**src/hw/rtl/fces_pkg.sv**
```systemverilog
// Shared constants, codes and control types of the coalescing event mailbox.
package fces_pkg;

   // Storage dimensions
   localparam int FIFO_DEPTH = 16;
   localparam int SLOT_COUNT = 64;
   localparam int DATA_WIDTH = 64;

   localparam int PTR_W      = (FIFO_DEPTH > 1) ? $clog2(FIFO_DEPTH) : 1;
   localparam int CNT_W      = $clog2(FIFO_DEPTH + 1);
   localparam int SLOT_IDX_W = (SLOT_COUNT > 1) ? $clog2(SLOT_COUNT) : 1;

   // Port field widths
   localparam int CMD_W    = 2;
   localparam int TYPE_W   = 8;
   localparam int WORD_W   = 32;
   localparam int SLOT_W   = 6;
   localparam int PAYLD_W  = 64;
   localparam int STATUS_W = 3;

   // Command codes
   localparam logic [CMD_W-1:0] CMD_PUSH = 2'd0;
   localparam logic [CMD_W-1:0] CMD_POST = 2'd1;
   localparam logic [CMD_W-1:0] CMD_POLL = 2'd2;

   // Response status codes
   localparam logic [STATUS_W-1:0] STAT_ACCEPTED  = 3'd0;
   localparam logic [STATUS_W-1:0] STAT_DELIVERED = 3'd1;
   localparam logic [STATUS_W-1:0] STAT_EMPTY     = 3'd2;
   localparam logic [STATUS_W-1:0] STAT_FULL      = 3'd3;
   localparam logic [STATUS_W-1:0] STAT_REJECTED  = 3'd4;

   // Reserved type code of synthetic events
   localparam logic [TYPE_W-1:0] SYNTH_TYPE = 8'hFF;

   typedef enum logic [1:0] {
      ST_IDLE,
      ST_EXEC,
      ST_PUBLISH
   } state_type;

   typedef struct packed {
      logic capture;
      logic execute;
      logic publish;
   } ctrl_cmd_type;

   typedef struct packed {
      logic rsp_full;
   } dp_status_type;

endpackage

```
**src/hw/rtl/fces_ctrl.sv**
```systemverilog
// Sequencer of the mailbox: accept, execute, publish.
module fces_ctrl
   import fces_pkg::*;
(
   input  logic          clock,
   input  logic          reset,
   input  logic          req_valid,
   output logic          req_stall,
   input  logic          rsp_stall,
   input  dp_status_type dp_status,
   output ctrl_cmd_type  ctrl_cmd
);

   state_type state_ff;
   state_type state_in;
   logic      out_free;

   assign out_free = !dp_status.rsp_full || !rsp_stall;

   always_ff @(posedge clock) begin
      if (reset) begin
         state_ff <= ST_IDLE;
      end else begin
         state_ff <= state_in;
      end
   end

   // Next state
   always_comb begin
      state_in = state_ff;
      case (state_ff)
         ST_IDLE: begin
            if (req_valid) state_in = ST_EXEC;
         end
         ST_EXEC: begin
            state_in = ST_PUBLISH;
         end
         ST_PUBLISH: begin
            if (out_free) state_in = ST_IDLE;
         end
         default: begin
            state_in = ST_IDLE;
         end
      endcase
   end

   // Outputs
   always_comb begin
      req_stall        = 1'b1;
      ctrl_cmd.capture = 1'b0;
      ctrl_cmd.execute = 1'b0;
      ctrl_cmd.publish = 1'b0;
      case (state_ff)
         ST_IDLE: begin
            req_stall        = 1'b0;
            ctrl_cmd.capture = req_valid;
         end
         ST_EXEC: begin
            ctrl_cmd.execute = 1'b1;
         end
         ST_PUBLISH: begin
            ctrl_cmd.publish = out_free;
         end
         default: begin
            req_stall = 1'b1;
         end
      endcase
   end

endmodule

```
**config.mk**
```make
export PLATFORM = sky130hd
export DESIGN_NAME = fces_ctrl
export DESIGN_NICKNAME = d
export VERILOG_FILES = /design/src/hw/rtl/fces_pkg.sv /design/src/hw/rtl/fces_ctrl.sv
export SDC_FILE = /design/constraint.sdc
export NUM_CORES = 1
export LEC_CHECK = 0
export ABC_AREA = 0
export BUFFER_PORTS_ARGS = -buffer_cell sky130_fd_sc_hd__clkbuf_2
export CORE_AREA = 5 5 42 44
export DETAILED_ROUTE_END_ITERATION = 10
export DIE_AREA = 0 0 47 49
export SYNTH_ARGS = -nofsm -noshare
export SYNTH_HDL_FRONTEND = slang
export SYNTH_SLANG_ARGS = --single-unit
```
**constraint.sdc**
```tcl
create_clock -name clock -period 1.76 [get_ports clock]
set_clock_uncertainty 0.15 [all_clocks]
set_input_delay 0.528 -clock clock [delete_from_list [all_inputs] [get_ports clock]]
set_output_delay 0.528 -clock clock [all_outputs]
set_load 0.03 [all_outputs]
```
# Word-level counts from Yosys, hierarchy flattened
# Cells that the tools add are included.
dict set report classes {
  multipliers 0
  eq_ne 4
  reduce_logical 5
  n_bitwise 0
  div 0
  addsub 0
  n_lt_le_gt_ge 0
  mux 7
  shift 0
}
# op count
set op_table {}
lappend op_table {{$pmux 2 s3} 1}
lappend op_table {{$mux 1} 4}
lappend op_table {{$mux 2} 2}
lappend op_table {{$ne 2x2->1 const B} 2}
lappend op_table {{$eq 2x1->1 const B} 1}
lappend op_table {{$eq 2x2->1 const B} 1}
lappend op_table {{$logic_not 1->1} 2}
lappend op_table {{$logic_not 2->1} 1}
lappend op_table {{$reduce_and 2->1} 1}
lappend op_table {{$logic_or 1x1->1} 1}
dict set report word_totals {
  regBits 2
  output_inout_bits 4
  ram_bits 0
  word_cells 17
  memories 0
  mem_bits_ro 0
  latch_bits 0
  in_bits 5
}

# Logic depth before layout (Yosys ltp)
dict set report logic_depth {
  ltp_word 4
  mapped_depth 3
  mapped_depth_nobuf 2
}

# Worst setup path after synthesis
# OpenSTA, ideal clock, no wires.
dict set report synth_path {
  path_type {input to output}
  from {input dp_status}
  to {output ctrl_cmd[0] (netlist name)}
  required_ps 1082
  slack_ps 55
  n_path_buf 0
  cell_stages 1
  t_arrival_ps 1027
  path_cell_list {a21oi_1}
}
dict set report synth_via {
  elab_chain_cells 3
}
# element line
set synth_rtl {}
lappend synth_rtl {{from (decl)} fces_ctrl.sv:10} ;# input dp_status_type dp_status,
lappend synth_rtl {{$logic_not 1->1} fces_ctrl.sv:18} ;# assign out_free = !dp_status.rsp_full || !rsp_stall;
lappend synth_rtl {{$logic_or 1x1->1} fces_ctrl.sv:18}
lappend synth_rtl {{$mux 1} fces_ctrl.sv:53} ;# case (state_ff)
lappend synth_rtl {{to (decl)} fces_ctrl.sv:11} ;# output ctrl_cmd_type ctrl_cmd
# No other way between the ends.

==> flow_summary.toml <==
[routing]
via_per_inst = 3.000
drt_pre_antenna_iters = 1
post_drt_wl_per_cell_um = 7.842
routed_wl_um = 298
drc_errors = 0
ant_nets = 0
first_iter_violations = 0
vias = 114

[sta]
worstMarginPinSlew_ns = 0.1735
setup_viol = 0
relSlewSlack_pct = 88.38
max_freq_mhz = 589.7
fin_setup_tns_ns = 0
rsz0062_at_grt = "no"
hold_viol = 0
min_period_ns = 1.696
post-route-period-util_pct = 96.34
drv_slew = 0

[clock_network]
clock_insertion_delay_worst_skew_ns = 0.22
htreeDepth = 1
cts_tree = "done"
cts_made_buffers = 3
cts.clk_slew.worst_paths_ns = 0.03
clk_path_buf_depth = 2
root_buffer = "clkbuf_4"
cts.sinks = 2
cts_setup_buffers = 0

[grt]
grt_pass1_wl_um = 476
grt_usage_pct = 3.795
grt_max_degree = 6
grt_pass1_vias = 126
grt.overflow.total = 0
antenna_found_initial = 0

[worst_setup_path]
path_max_fanout = 2
cp-start-kind = "input port"
cp_slowest_cell = "buf_2"
worstSetupPathType = "input port to primary output"
required_ns = 1.08
end_kind = "primary output"
critical-path-max-stage-delay_ns = 0.23
cp.arrival_ns = 1.02
cp_cell_sequence = "clkbuf_2 -> nor3b_2 -> buf_2"

[placed_design]
placed_cell_area_um2 = 161.4
gp_congestion = 0.5818
portBuffers = 8

[finish]
stdcell_area_um2 = 186.4
area_delta_synth_final_pct = 71.27
fin_nets = 29
final_layout_size_suffix_gt1_share_pct = 54.55
fillCellCount = 175
reg.largest.list = "state_ff x2"
top_register = "state_ff"
seqCellArea_um2 = 40.04
largest_reg_flops = 2
multi_input_area_um2 = 57.56
diodes = 0

[pwr]
power.switching_mw = 0.04948
internal_power_mw = 0.1372
pwr-share-comb_pct = 18.6
vdd_drop_max_mv = 0.1478
cellPowerDensity_nw_per_um2 = 1001
swShare_pct = 26.51
leakage_nw = 0.09599
p_seq_share_pct = 27.4
pwr-share-clk_pct = 53.9

[synth]
yosysSeqAreaShare_pct = 36.78
yosys.area.top_type_share_pct = 36.78
synth_cells = 12
ys_warn_count = 0
synth_nets = 17
avgSynthCellArea_um2 = 9.071
synth_top_area_cell = "dfxtp_1"
synth_cell_type_count = 9
ys_ff_latch = 2
synth_area_leaders = "dfxtp_1 37%, nand2b_1 11%, nor3b_2 11%"
netlist_area_um2 = 108.9

[floorplanning]
rows = 14
start_util_pct = 7.768
die_h_um = 49
ios = 9
die_w_um = 47
core_area_um2 = 1401
die-area_um2 = 2303

[min_path]
hold_path.class = "input port to register"

[outcome]
status = "complete, no violations"

[flow_run]
max-cap-violations = 0
-- power groups by stage --
stage	clock network [mW]	logic, mW	registers [mW]
3_3_place_gp	0	0.0344	0.0517
5_1_grt	0.114	0.0378	0.0519
3_5_place_dp	0	0.0348	0.0518
4_1_cts	0.108	0.0349	0.0512
6_report	0.101	0.0348	0.0512
2_1_floorplan	0	0.0245	0.0512
-- cell families after synthesis --
logic type	Yosys count	synth area share, %
AOI/OAI and AO/OA	2	9.196
and+or+nand+nor	6	43.68
buffers and inverters	2	10.34
DFF	2	36.78
-- final cells by class --
class                   instances  area share [%]
multi-input cells               8           30.87
inverters                       1           2.013
well taps                      16           10.74
clock buffers                   3           12.08
repair buffers                  8           22.82
flip-flops and latches          2           21.48
-- synth_stat cells (all sizes together) --
library cell	n
or2	1
nand2b	2
and2b	1
nand4b	1
buf	1
inv	1
dfxtp	2
nor3b	1
a21oi	2
-- cells in the final DEF, fill, tap and decap left out --
| cell type | n |
|---|---|
| a21oi_1 | 2 |
| buf_2 | 1 |
| nand4b_1 | 1 |
| clkbuf_2 | 6 |
| clkbuf_4 | 3 |
| or2_1 | 1 |
| nand2b_1 | 2 |
| buf_4 | 1 |
| nor3b_2 | 1 |
| dfxtp_1 | 2 |
| inv_1 | 1 |
| and2b_1 | 1 |
-- critical path, delay by kind of cell --
| family | cells | cell delay (ns) |
|---|---|---|
| buf+inv | 2 | 0.30 |
| simple gates | 1 | 0.18 |
-- layer usage --
metal / GRT usage (%) / up-vias / share of wire (%)
li1: - / 60 / -
met1: 3.275 / 46 / 43
met2: 2.941 / 8 / 33
met3: 5.166 / 0 / 24
met4: 5.530 / 0 / 0
met5: 0 / - / 0
-- what timing repair did --
item / in CTS / in global routing
endpoints found under the setup margin: 0 / 2
hold buffers: 0 / 0
endpoints found under the hold margin: 0 / 0
gates resized for setup: 0 / 4
-- through the flow --
step / worst slack (ns) / std cells / power, mW / util (%) / hold slack [ns]
5_1_grt: 0.01263 / 38 / 0.2038 / 13.30 / 0.3302
4_1_cts: 0.04627 / 38 / 0.1942 / 13.13 / 0.3208
3_5_place_dp: 0.04933 / 35 / 0.08658 / 11.52 / 0.3802
2_1_floorplan: 0.05509 / 12 / 0.07580 / - / 0.3473
3_3_place_gp: 0.06511 / 35 / 0.08604 / 11.52 / 0.3766
6_report: 0.06433 / 38 / 0.1867 / 13.30 / 0.3247
-- path summary, 6_finish.rpt --
kind / start / endpoint / slack, ns / depth (start not counted)
max: req_valid / ctrl_cmd[2] / 0.06 / 3
min: reset / state_ff[1] / 0.32 / 2
max reg2reg: state_ff[0] / state_ff[0] / 0.87 / 2
min reg2reg: state_ff[0] / state_ff[1] / 0.38 / 2
Note: power is estimated with default switching activity, not from simulation.
